## src/hw/rtl/tcw_pkg.sv

```systemverilog
package tcw_pkg;

   // default screen geometry
   localparam int unsigned DEF_COLUMNS = 80;
   localparam int unsigned DEF_ROWS    = 25;

   localparam int unsigned KIND_W = 2;
   localparam int unsigned CHAR_W = 8;
   localparam int unsigned ATTR_W = 8;
   localparam int unsigned CELL_W = ATTR_W + CHAR_W;

   localparam logic [ATTR_W-1:0] ATTR_RESET = 8'h0f;

   localparam logic [CHAR_W-1:0] CHAR_NEWLINE = 8'd10;
   localparam logic [CHAR_W-1:0] CHAR_RETURN  = 8'd13;

   // item kinds carried on tuser
   localparam logic [KIND_W-1:0] KIND_PUT   = 2'd0;
   localparam logic [KIND_W-1:0] KIND_CLEAR = 2'd1;
   localparam logic [KIND_W-1:0] KIND_READ  = 2'd2;

   // microprogram steps
   typedef enum logic [3:0] {
      S_RCLR,
      S_IDLE,
      S_CHR,
      S_NL,
      S_CR,
      S_EMIT,
      S_RD0,
      S_RD1,
      S_CLR0,
      S_CLR1,
      S_SC0,
      S_SC1,
      S_SC2,
      S_SC3,
      S_REDISP
   } step_type;

   typedef enum logic [1:0] {
      JMP_GOTO,
      JMP_LOOP,
      JMP_ACCEPT,
      JMP_DISPATCH
   } jump_type;

   typedef enum logic {
      LIM_COPY,
      LIM_END
   } lim_type;

   typedef enum logic [1:0] {
      WR_NONE,
      WR_ZERO,
      WR_CHAR
   } wr_type;

   typedef enum logic [1:0] {
      ADDR_HOLD,
      ADDR_ZERO,
      ADDR_INC
   } addr_op_type;

   typedef enum logic [2:0] {
      CUR_HOLD,
      CUR_INC,
      CUR_NL,
      CUR_CR,
      CUR_HOME,
      CUR_SCROLL
   } cur_type;

   typedef struct packed {
      jump_type    jump;
      step_type    nxt;
      lim_type     lim;
      wr_type      wr;
      addr_op_type addr_op;
      cur_type     cur;
      logic        copy;
      logic        rd_item;
      logic        emit;
      logic        emit_rd;
   } ctrl_word_type;

   typedef struct packed {
      logic              full;
      logic              addr_last;
      logic [KIND_W-1:0] kind;
      logic [CHAR_W-1:0] code;
   } status_type;

   // control store
   function automatic ctrl_word_type microcode(input step_type s);
      ctrl_word_type cw;
      cw = '{jump: JMP_GOTO, nxt: S_IDLE, lim: LIM_END, wr: WR_NONE, addr_op: ADDR_HOLD,
             cur: CUR_HOLD, copy: 1'b0, rd_item: 1'b0, emit: 1'b0, emit_rd: 1'b0};
      case (s)
         S_RCLR: begin
            cw.jump    = JMP_LOOP;
            cw.wr      = WR_ZERO;
            cw.addr_op = ADDR_INC;
         end
         S_IDLE: begin
            cw.jump = JMP_ACCEPT;
         end
         S_CHR: begin
            cw.wr   = WR_CHAR;
            cw.cur  = CUR_INC;
            cw.emit = 1'b1;
         end
         S_NL: begin
            cw.cur  = CUR_NL;
            cw.emit = 1'b1;
         end
         S_CR: begin
            cw.cur  = CUR_CR;
            cw.emit = 1'b1;
         end
         S_EMIT: begin
            cw.emit = 1'b1;
         end
         S_RD0: begin
            cw.rd_item = 1'b1;
            cw.nxt     = S_RD1;
         end
         S_RD1: begin
            cw.emit    = 1'b1;
            cw.emit_rd = 1'b1;
         end
         S_CLR0: begin
            cw.addr_op = ADDR_ZERO;
            cw.cur     = CUR_HOME;
            cw.nxt     = S_CLR1;
         end
         S_CLR1: begin
            cw.jump    = JMP_LOOP;
            cw.wr      = WR_ZERO;
            cw.addr_op = ADDR_INC;
            cw.nxt     = S_EMIT;
         end
         S_SC0: begin
            cw.addr_op = ADDR_ZERO;
            cw.cur     = CUR_SCROLL;
            cw.nxt     = S_SC1;
         end
         S_SC1: begin
            cw.jump    = JMP_LOOP;
            cw.lim     = LIM_COPY;
            cw.copy    = 1'b1;
            cw.addr_op = ADDR_INC;
            cw.nxt     = S_SC2;
         end
         S_SC2: begin
            cw.nxt = S_SC3;
         end
         S_SC3: begin
            cw.jump    = JMP_LOOP;
            cw.wr      = WR_ZERO;
            cw.addr_op = ADDR_INC;
            cw.nxt     = S_REDISP;
         end
         S_REDISP: begin
            cw.jump = JMP_DISPATCH;
         end
         default: begin
            cw.nxt = S_IDLE;
         end
      endcase
      return cw;
   endfunction

   // entry point of the routine for an item
   function automatic step_type dispatch(input logic [KIND_W-1:0] kind,
                                         input logic [CHAR_W-1:0] code,
                                         input logic full);
      step_type s;
      s = S_EMIT;
      case (kind)
         KIND_PUT: begin
            if (full) begin
               s = S_SC0;
            end else if (code == CHAR_NEWLINE) begin
               s = S_NL;
            end else if (code == CHAR_RETURN) begin
               s = S_CR;
            end else begin
               s = S_CHR;
            end
         end
         KIND_CLEAR: begin
            s = S_CLR0;
         end
         KIND_READ: begin
            s = S_RD0;
         end
         default: begin
            s = S_EMIT;
         end
      endcase
      return s;
   endfunction

endpackage

```

## src/hw/rtl/tcw_sequencer.sv

```systemverilog
module tcw_sequencer (
   input  logic                  clock,
   input  logic                  reset,
   input  logic                  hold,
   input  logic                  req_valid,
   input  tcw_pkg::status_type   status,
   output tcw_pkg::ctrl_word_type cw,
   output logic                  req_ready
);

   import tcw_pkg::*;

   step_type pc_ff;
   step_type pc_in;

   // next step
   always_comb begin
      pc_in = pc_ff;
      if (!hold) begin
         case (cw.jump)
            JMP_GOTO: begin
               pc_in = cw.nxt;
            end
            JMP_LOOP: begin
               pc_in = status.addr_last ? cw.nxt : pc_ff;
            end
            JMP_ACCEPT: begin
               pc_in = req_valid ? dispatch(status.kind, status.code, status.full) : pc_ff;
            end
            JMP_DISPATCH: begin
               pc_in = dispatch(status.kind, status.code, status.full);
            end
            default: begin
               pc_in = S_IDLE;
            end
         endcase
      end
   end

   // control word out of the store
   always_comb begin
      cw        = microcode(pc_ff);
      req_ready = (cw.jump == JMP_ACCEPT);
   end

   always_ff @(posedge clock) begin
      if (reset) begin
         pc_ff <= S_RCLR;
      end else begin
         pc_ff <= pc_in;
      end
   end

endmodule

```

## config.mk

```make
export PLATFORM = sky130hd
export DESIGN_NAME = tcw_sequencer
export DESIGN_NICKNAME = d
export VERILOG_FILES = /design/src/hw/rtl/tcw_pkg.sv /design/src/hw/rtl/tcw_sequencer.sv
export SDC_FILE = /design/constraint.sdc
export NUM_CORES = 1
export LEC_CHECK = 0
export BUFFER_PORTS_ARGS = -buffer_cell sky130_fd_sc_hd__buf_2
export CAP_MARGIN = 20
export CORE_MARGIN = 2
export CORE_UTILIZATION = 42
export CTS_CLUSTER_DIAMETER = 30
export DETAILED_ROUTE_END_ITERATION = 7
export PLACE_DENSITY = 0.78
export SLEW_MARGIN = 30
export SYNTH_ARGS = -nofsm -noshare
export SYNTH_HDL_FRONTEND = slang
export SYNTH_SLANG_ARGS = --single-unit
```

## constraint.sdc

```tcl
create_clock -name clock -period 1.8 [get_ports clock]
set_clock_uncertainty 0.2 [all_clocks]
set_input_delay 0.36 -clock clock [delete_from_list [all_inputs] [get_ports clock]]
set_output_delay 0.36 -clock clock [all_outputs]
set_load 0.05 [all_outputs]
```

==> out/metrics.yaml, run 1 <==
floorplanning:
  fp.dieW_um: 41.3
  die_h_um: 41.3
  rows: 13
  initial_core_util_pct: 45.0
  io_pins: 35
outcome:
  stop_stage: "4_1_cts"
  outcome: "did not finish"
  error: "[ERROR DPL-0038] Utilization greater than 100%, impossible to legalize"
clocking:
  cts-root-buf: "clkbuf_4"
  cts_sinks: 4
  cts.htree.levels: 1
  cts_hold_buffers: 0
  cts_setup_buffers: 10
  numCtsBuffers: 3
  post_cts_resized: 68
  cts_buffer_depth: 2
placement:
  gp_congestion: 0.782
  io_buffers: 34
  place_inst: 147
  place_hpwl_mm: 1.55
  pre_cts_ws_ns: -0.0852
synthesis:
  synth-edff-count: 0
  yosysWarningCount: 0
  synth.avg_cell_area_um2: 6.89
  async_flop_share_pct: 0
  synth_flop_cell: "dfxtp_1"
  syn_inst: 85
  synth_area_um2: 586
  ys_types: 36
  syn_nets: 101
  ys_ff_latch: 4
  ys_seq_area_share_pct: 13.7
## Yosys cell counts, drive strengths merged, types with 2 or more instances
cell type	n	area (µm²)
nor2b	2	12.5
nand3	2	10.0
nand2b	4	25.0
or3	3	18.8
dfxtp	4	80.1
a211oi	2	15.0
inv	7	26.3
clkbuf	2	7.51
o21ai	2	10.0
nand2	8	32.5
o22ai	2	12.5
nor3	8	45.0
buf	6	38.8
nor2	4	15.0
nor4	4	25.0
a21o	3	23.8
a21oi	8	51.3
o31ai	2	15.0
## through the flow
stage / area (µm²) / util [%]
floorplan: 712 / -
global placement: 1000 / 77.1
detailed placement: 1000 / 77.1
## kinds of logic after synthesis
group,share of synthesized area [%]
AO/OA/AOI/OAI,31.8
XOR/XNOR,1.50
buffers and inverters,12.4
flip-flops,13.7
AND/OR/NAND/NOR,40.6
==> run 2, diff against run 1 <==
CORE_AREA = 2 2 63 65   (was not set)
CORE_MARGIN = not set   (was 2)
CORE_UTILIZATION = not set   (was 42)
CTS_CLUSTER_DIAMETER = not set   (was 30)
DIE_AREA = 0 0 65 67   (was not set)
PLACE_DENSITY = not set   (was 0.78)
PLACE_DENSITY_LB_ADDON = 0.15   (was not set)
==> run 2 against run 1 <==
Effect of this change:
- the flow now finishes, with violations (setup timing)
- synthesized cell count unchanged
- synthesized area unchanged
==> out/metrics.yaml, run 2 <==
setup_path:
  end_kind: "primary output"
  worst_ep_required_time_ns: 1.24
  path_class: "flop to primary output"
  worstPathMaxFanout: 7
  cp.arrival_ns: 1.40
  cp-start-kind: "flop"
  cp_slowest_cell: "or3_1"
  crit_path_cell_trace: "buf_4, or3_1, a21oi_2, buf_6"
  slowest_delay_ns: 0.38
  ff2ff_setup_slack_ns: 0
clocking:
  numCtsBuffers: 3  # unchanged
  cts_tree: "done"
  clkLatencyLatePin_ns: 0.22
  cts.htree.levels: 1  # unchanged
  cts.clk_slew.worst_paths_ns: 0.04
  cts_sinks: 4  # unchanged
  cts-root-buf: "clkbuf_8"
  cts_buffer_depth: 2  # unchanged
sta:
  grt_setup_unrepaired: "yes"
  drv_slew: 0
  setup_violations: 17
  hold_viol_final: 0
  worst_pin_slew_ns: 0.350
  fin_crit_sh_pct: 109
  max_clock_freq_mhz: 511
  max-slew-margin-rel_pct: 76.5
  hold_slack_ns: 0.146
  fin_crit_ns: 1.96
  fin_ws_ns: -0.158
finish:
  largest_register_ff_count: 4
  antenna_cells: 0
  mostFrequentLayoutCell: "buf_6"
  postLayoutCoreUtil_pct: 39.8
  drive_gt1_share_pct: 72.8
  fin_area_um2: 1440
  top_regs: "pc_ff x4"
  final_cell_mix: "buf_6, buf_4, buf_2, nand2_1, buf_8"
  finalNetCount: 164
  regMostFlops: "pc_ff"
  area_delta_synth_final_pct: 145
  fillers: 375
routing:
  vias_per_cell: 4.40
  wire_per_inst_um: 11.0
  vias: 858
  drtAntennaViolNets: 0
  wirelength_mm: 2.14
  drc: 0
  drtIter0Drc: 17
  first_pass_iters: 4
floorplanning:
  die_h_um: 67  # +62%
  io_pins: 35  # unchanged
  fp.dieW_um: 65  # +57%
  initial_core_util_pct: 16.2  # -29 points
  core-area_um2: 3610
  design.die.area_um2: 4360
  rows: 22  # +9
power_and_ir_drop:
  pwr-share-seq_pct: 11.2
  power.internal_mw: 0.674
  p_sw_mw: 0.573
  p_leak_nw: 0.615
  switching_share_pct: 45.9
  power_frac_comb_pct: 72.6
  fin_total_pwr_mw: 1.25
  clockPowerShare_pct: 16.2
  peakVddDrop_v: 0.000230
  pwr_density_cell_nw_per_um2: 868
synthesis:
  yosysWarningCount: 0  # unchanged
  synth_area_um2: 586  # unchanged
  ys_types: 36  # unchanged
  ys_top_cells_by_area: "dfxtp_1, a21oi_1, nor3_1, inv_1, nand2_1"
  ys_ff_latch: 4  # unchanged
  synth_flop_cell: "dfxtp_1"
  syn_nets: 101  # unchanged
  syn_inst: 85  # unchanged
  async_flop_share_pct: 0  # unchanged
  synth.cells.most_frequent: "a21oi_1, inv_1, nand2_1, nor3_1"
  synth_top_area_share_pct: 13.7  # unchanged
  ys_seq_area_share_pct: 13.7  # unchanged
  synth_top_cell_by_area: "dfxtp_1"
  synth.avg_cell_area_um2: 6.89  # unchanged
  synth-edff-count: 0  # unchanged
grt:
  grt_pass1_wl_mm: 3.59
  gr-total-overflow: 0
  grt_pass1_vias: 848
  antenna_found_initial: 0
  grt.total_usage_pct: 10.5
  grt_max_degree: 14
placement:
  place_hpwl_mm: 1.61  # +4.0%
  pre_cts_ws_ns: -0.115  # -0.0300 ns
  gp_congestion: 0.701  # -10%
  io_buffers: 34  # unchanged
  dpl-instance-area_um2: 1030  # +2.4%
outcome:
  violations: "setup timing"
  outcome: "finished, violations left"
run:
  maxCapViolations: 0
hold_path:
  hp-class: "input port to flop"
## run 2: path summary, 6_finish.rpt
path | start | endpoint | cells after the start
worst max-delay path | pc_ff[0] | cw[5] | 4
worst min-delay path | reset | pc_ff[3] | 2
worst max register to register | pc_ff[1] | pc_ff[1] | 7
worst min register to register | pc_ff[3] | pc_ff[3] | 2
## run 2: power groups by stage
stage / Clock (mW) / Sequential (mW) / Combinational [mW]
after CTS: 0.206 / 0.136 / 0.865
after detailed placement: 0 / 0.134 / 0.674
final: 0.201 / 0.140 / 0.905
after floorplan: 0 / 0.112 / 0.529
after global routing: 0.213 / 0.142 / 0.961
after global placement: 0 / 0.135 / 0.672
## run 2: per-layer routing
layer / vias to the layer above / GRT usage [%] / wire length, µm
met2: 28 / 18.3 / 1010
met3: 2 / 2.70 / 138
met1: 392 / 12.6 / 973
li1: 436 / - / -
met4: 0 / 3.19 / 14
met5: - / 0 / 0
## run 2: cell type report
class | instances | area (µm²) | area share [%]
multi-input combinational | 66 | 608 | 42.3
timing repair buffer | 66 | 593 | 41.3
sequential | 4 | 95.1 | 6.62
inverter | 7 | 35.0 | 2.44
clock buffer | 4 | 45.0 | 3.14
tap | 48 | 60.1 | 4.18
## run 2: cells by family after synthesis
group	after synthesis	synth area share [%]
buf+inv	15	12.4
simple gates	40	40.6
xor+xnor	1	1.50
compound gates	25	31.8
flops	4	13.7
## run 2: stage by stage
step / std cells / TNS, ns
floorplan: 85 / -3.17
CTS: 193 / -1.45
finish: 195 / -1.42
detailed placement: 181 / -0.426
global route: 195 / -2.40
global placement: 181 / -0.340
## run 2: critical path, delay by kind of cell, from the launching register on
family	cells	cell delay (ns)
AO/OA/AOI/OAI	1	0.14
AND/OR/NAND/NOR	1	0.38
buffers and inverters	2	0.31
flip-flops	1	0.35
## run 2: what timing repair did
item / CTS / global route
resized for setup: 66 / 14
pin swaps: 9 / 4
hold buffers: 0 / 0
setup buffers: 8 / 2
setup endpoints to repair: 20 / 22
Note: power is estimated with default switching activity, not from simulation.
==> run 3, diff against run 2 <==
REMOVE_ABC_BUFFERS = 1   (was not set)
clock period = 1.75 ns   (was 1.8 ns; I/O delays follow)
==> run 3 against run 2 <==
Effect of this change:
- highest routed layer unchanged
- the flow still finishes with violations (setup timing)
- non-clock buffer count up 4
- critical endpoint is now cw[9]
- global-route usage down 1.1 points
- worst setup slack worse by 0.032 ns
- clock power down 6%
- sequential power down 8%
==> out/metrics.yaml, run 3 (synthesis results as in run 2) <==
clocking:
  clkLatencyLatePin_ns: 0.21  # about the same
  cts_hold_buffers: 0  # unchanged
  cts-root-buf: "clkbuf_8"
  numCtsBuffers: 3  # unchanged
  cts.htree.levels: 1  # unchanged
  cts.clk_slew.worst_paths_ns: 0.03  # about the same
  cts_tree: "done"
  cts_sinks: 4  # unchanged
  cts_buffer_depth: 2  # unchanged
power_and_ir_drop:
  power_frac_comb_pct: 73.9  # +1.3 points
  pwr_density_cell_nw_per_um2: 857  # -1.3%
  switching_share_pct: 45.5  # -0.49 points
  p_leak_nw: 0.628  # +2.0%
  clockPowerShare_pct: 15.5  # -0.7 points
  power.internal_mw: 0.665  # -1.3%
  pwr-share-seq_pct: 10.6  # -0.6 points
  p_sw_mw: 0.554  # -3.3%
  peakVddDrop_v: 0.000245  # +6.3%
sta:
  hold_slack_ns: 0.138  # -0.00816 ns
  grt_setup_unrepaired: "yes"
  fin_crit_sh_pct: 111
  drv_slew: 0  # unchanged
  worst_pin_slew_ns: 0.499  # +0.149 ns
  fin_ws_ns: -0.190  # -0.0316 ns
  fin_setup_tns_ns: -1.33  # +0.0926 ns
  fin_crit_ns: 1.94
  setup_violations: 14  # -3
  max_clock_freq_mhz: 516
  hold_viol_final: 0  # unchanged
  max-slew-margin-rel_pct: 66.4  # -10 points
finish:
  top_regs: "pc_ff x4"
  antenna_cells: 0  # unchanged
  regMostFlops: "pc_ff"
  fillers: 372  # -0.80%
  finalNetCount: 168  # +2.4%
  area_delta_synth_final_pct: 143
  final_cell_mix: "buf_6, buf_4, buf_2, nand2_1, inv_1"
  largest_register_ff_count: 4  # unchanged
  drive_gt1_share_pct: 70.7  # -2.1 points
  mostFrequentLayoutCell: "buf_6"
setup_path:
  crit_start: "pc_ff[2]"
  crit_buf_inv: 2  # unchanged
  end_kind: "primary output"
  crit_path_cell_trace: "buf_6, or3_4, a21oi_2, buf_6"
  slowest_delay_ns: 0.37  # about the same
  cp_top_family: "simple AND/OR/NAND/NOR gates"
  cp_slowest_cell: "or3_4"
  rr_startpoint: "pc_ff[3]"
  ff2ff_setup_slack_ns: -0.05  # -0.05 ns
  cpMostUsedCell: "buf_6"
  worstPathMaxFanout: 7  # unchanged
  cp.arrival_ns: 1.39  # about the same
  path_class: "flop to primary output"
  worst_ep_required_time_ns: 1.20  # -0.04 ns
  cp-start-kind: "flop"
run:
  maxCapViolations: 0  # unchanged
routing:
  first_pass_iters: 4  # unchanged
  drtAntennaViolNets: 0  # unchanged
  vias: 871  # +1.5%
  vias_per_cell: 4.40  # about the same
  drtIter0Drc: 26  # +9
  wirelength_mm: 2.17  # +1.4%
  wire_per_inst_um: 10.9  # -0.18%
  drc: 0  # unchanged
grt:
  use_met3_pct: 0.507  # -2.2 points
  antenna_found_initial: 0  # unchanged
  grt_pass1_vias: 761  # -10%
  use_met2_pct: 16.8  # -1.5 points
  grt-busiest-layer: "met2"
  grt.total_usage_pct: 9.39  # -1.1 points
  grt_pass1_wl_mm: 3.17  # -12%
  grt_max_degree: 10  # -4
  gr-total-overflow: 0  # unchanged
  met1_usage_pct: 11.0  # -1.5 points
placement:
  place_hpwl_mm: 1.55  # -3.9%
  io_buffers: 34  # unchanged
  gp_congestion: 0.729  # +3.9%
hold_path:
  hp-class: "input port to flop"
  min_from: "reset"
outcome:
  violations: "setup timing"
  outcome: "finished, violations left"
floorplanning:
  design.die.area_um2: 4360  # unchanged
  initial_core_util_pct: 16.2  # unchanged
  die_h_um: 67  # unchanged
  core-area_um2: 3610  # unchanged
  rows: 22  # unchanged
  fp.dieW_um: 65  # unchanged
  io_pins: 35  # unchanged
==> run 3: cell count changes in the layout (fill, tap and decap cells not counted), sizes merged <==
| cell | change |
|---|---|
| clkbuf | -1 |
| inv | +1 |
| buf | +4 |
| clkinvlp | -1 |
==> run 3: area by class of cell <==
class                           instances  area, µm²  share of cell area (%)
Multi-Input combinational cell         66        574                    40.4
Timing Repair Buffer                   70        631                    44.3
Tap cell                               48       60.1                    4.22
Inverter                                7       26.3                    1.85
Clock buffer                            3       41.3                    2.90
Sequential cell                         4       90.1                    6.33
==> run 3: power groups by stage <==
stage	combinational (mW)	clock, mW	sequential, mW
CTS	0.776	0.194	0.126
finish	0.901	0.189	0.129
global placement	0.626	0	0.121
floorplan	0.386	0	0.157
global route	0.950	0.203	0.132
detailed placement	0.631	0	0.121
==> run 3: final timing paths <==
kind              endpoint  cells past startpoint
setup reg to reg  pc_ff[1]                      7
setup / recovery     cw[9]                      4
hold reg to reg   pc_ff[0]                      3
hold / removal    pc_ff[2]                      2
==> run 3: per-stage QoR <==
step | utilization [%] | total power, mW | instances | instance area [µm²] | worst slack, ns
2_1_floorplan | - | 0.543 | 77 | 539 | -1.33
3_3_place_gp | 26.1 | 0.747 | 182 | 942 | -0.0661
3_5_place_dp | 26.1 | 0.751 | 182 | 942 | -0.0716
4_1_cts | 33.3 | 1.10 | 194 | 1200 | -0.168
5_1_grt | 39.5 | 1.29 | 198 | 1420 | -0.219
6_report | 39.5 | 1.22 | 198 | 1420 | -0.190
==> run 3: routing by layer <==
layer	part of all wire [%]	wire length, µm
met1	42	906
met4	2.1	46
met3	5.2	112
met5	0	0
met2	51	1100
==> run 3: worst register-to-register path, cell delays in order, from the launching register on <==
cell and delay (ns):
dfxtp_2 0.32, buf_6 0.13, buf_4 0.14, a31o_1 0.25
buf_6 0.13, a21oi_4 0.22, o31ai_4 0.10, o221a_1 0.20
==> run 3: timing repair <==
| action | CTS | global route |
|---|---|---|
| endpoints found under the setup margin | 21 | 23 |
| pin swaps | 10 | 11 |
| setup buffers | 9 | 4 |
| gates resized for setup | 47 | 48 |
==> run 4, diff against run 3 <==
REMOVE_ABC_BUFFERS = not set   (was 1)
==> run 4 against run 3 <==
Effect of this change:
- the run still ends with setup timing left
- final cell count grew 2.5%
- sequential share of layout area shrank 0.24 points
- final area increased by 9.7%
- largest cell class unchanged
==> out/metrics.yaml, run 4 (synthesis results as in run 2) <==
outcome:
  outcome: "finished, violations left"
  violations: "setup timing"
clocking:
  cts-root-buf: "clkbuf_8"
  cts.clk_slew.worst_paths_ns: 0.03  # about the same
  numCtsBuffers: 3  # unchanged
  cts_buffer_depth: 2  # unchanged
  clkLatencyLatePin_ns: 0.22  # about the same
  cts_tree: "done"
  cts_sinks: 4  # unchanged
  cts_hold_buffers: 0  # unchanged
  cts.htree.levels: 1  # unchanged
placement:
  pre_cts_ws_ns: -0.144  # -0.0726 ns
  place_hpwl_mm: 1.73  # +11%
  gp_congestion: 0.708  # -2.8%
  dpl-instance-area_um2: 1080  # +14%
  place_inst: 186  # +2.2%
  io_buffers: 34  # unchanged
power_and_ir_drop:
  pwr-share-seq_pct: 10.5  # about the same
  peakVddDrop_v: 0.000252  # +3.2%
  p_leak_nw: 0.657  # +4.7%
  switching_share_pct: 45.3  # -0.14 points
  p_sw_mw: 0.606  # +9.3%
  pwr_density_cell_nw_per_um2: 857  # about the same
  fin_total_pwr_mw: 1.34  # +9.7%
  power_frac_comb_pct: 74.3  # +0.4 points
  power.internal_mw: 0.731  # +9.9%
  clockPowerShare_pct: 15.2  # -0.3 points
sta:
  hold_slack_ns: 0.147  # +0.00904 ns
  fin_ws_ns: -0.218  # -0.0279 ns
  max_clock_freq_mhz: 508  # -1.4%
  setup_violations: 21  # +7
  fin_setup_tns_ns: -2.04  # -0.718 ns
  hold_viol_final: 0  # unchanged
  fin_crit_ns: 1.97  # +0.0279 ns
  fin_crit_sh_pct: 112  # +1.6 points
  max-slew-margin-rel_pct: 76.0  # +9.6 points
  grt_setup_unrepaired: "yes"
  drv_slew: 0  # unchanged
  worst_pin_slew_ns: 0.357  # -0.142 ns
finish:
  fillers: 362  # -2.7%
  largest_register_ff_count: 4  # unchanged
  finalNonFillerCells: 203  # +2.5%
  multi_input_area_um2: 646  # +12%
  regMostFlops: "pc_ff"
  seqCellArea_um2: 95.1  # +5.6%
  postLayoutCoreUtil_pct: 43.3  # +3.8 points
  fin_area_um2: 1560  # +9.7%
  mostFrequentLayoutCell: "buf_6"
  final_cell_mix: "buf_6, buf_4, buf_2"
  top_regs: "pc_ff x4"
  area_delta_synth_final_pct: 166
  finalNetCount: 172  # +2.4%
  drive_gt1_share_pct: 77.4  # +6.8 points
  antenna_cells: 0  # unchanged
hold_path:
  hp-class: "input port to flop"
  min_from: "reset"
routing:
  drc: 0  # unchanged
  wire_per_inst_um: 11.2  # +1.9%
  vias_per_cell: 4.39  # -0.22%
  vias: 891  # +2.3%
  drtIter0Drc: 13  # -50%
  wirelength_mm: 2.27  # +4.5%
  first_pass_iters: 4  # unchanged
  drtAntennaViolNets: 0  # unchanged
setup_path:
  ff2ff_setup_slack_ns: -0.16  # -0.11 ns
  end_kind: "primary output"
  cp-start-kind: "flop"
  worstPathMaxFanout: 7  # unchanged
  worst_ep_required_time_ns: 1.20  # about the same
  cp.arrival_ns: 1.42  # +0.03 ns
  crit_start: "pc_ff[0]"
  rr_startpoint: "pc_ff[3]"
  path_class: "flop to primary output"
grt:
  grt_max_degree: 11  # +1
  gr-total-overflow: 0  # unchanged
  grt_pass1_wl_mm: 3.79  # +19%
  grt.total_usage_pct: 11.1  # +1.7 points
  grt_pass1_vias: 879  # +16%
  antenna_found_initial: 0  # unchanged
floorplanning:
  die_h_um: 67  # unchanged
  fp.dieW_um: 65  # unchanged
  core-area_um2: 3610  # unchanged
  design.die.area_um2: 4360  # unchanged
  io_pins: 35  # unchanged
  rows: 22  # unchanged
  initial_core_util_pct: 16.2  # unchanged
run:
  maxCapViolations: 0  # unchanged
==> run 4: changes by cell type in the layout (fill, tap and decap cells not counted), sizes merged <==
cell | before | now
buf | 70 | 74
clkbuf | 3 | 4
clkinvlp | 0 | 1
inv | 7 | 6
==> run 4: critical path: stages (launching register included) <==
cell and delay, ns:
dfxtp_4 0.36, buf_6 0.13, or3_4 0.39, a21oi_4 0.16, buf_6 0.17
==> run 4: final cells by class <==
| type | count | share of cell area (%) |
|---|---|---|
| timing repair buffer | 74 | 43.4 |
| sequential | 4 | 6.09 |
| inverter | 7 | 2.41 |
| clock buffer | 4 | 2.89 |
| tap | 48 | 3.85 |
| multi-input combinational | 66 | 41.4 |
==> run 4: worst paths after layout <==
path,cells after the start,to
worst min register to register,2,pc_ff[1]
worst min-delay path,2,pc_ff[3]
worst max-delay path,4,cw[5]
worst max register to register,7,pc_ff[1]
==> run 4: power groups by stage <==
stage	Combinational (mW)	Clock, mW	Sequential [mW]
finish	0.993	0.203	0.141
global route	1.05	0.225	0.143
CTS	0.949	0.211	0.141
detailed placement	0.716	0	0.137
global placement	0.715	0	0.137
floorplan	0.545	0	0.116
==> run 4: metal layers <==
| layer | global-route usage [%] | routed length, µm | vias to the layer above | part of all wire, % |
|---|---|---|---|---|
| met5 | 0 | 0 | - | 0 |
| met4 | 2.39 | 0 | 0 | 0 |
| met3 | 2.87 | 138 | 0 | 6.1 |
| met2 | 20.6 | 1210 | 30 | 54 |
| met1 | 12.8 | 914 | 408 | 40 |
| li1 | - | - | 453 | - |
==> run 4: timing repair <==
item	in CTS	in global routing
setup endpoints to repair	23	23
setup buffers	11	3
pin swaps	12	10
gates resized for setup	79	14
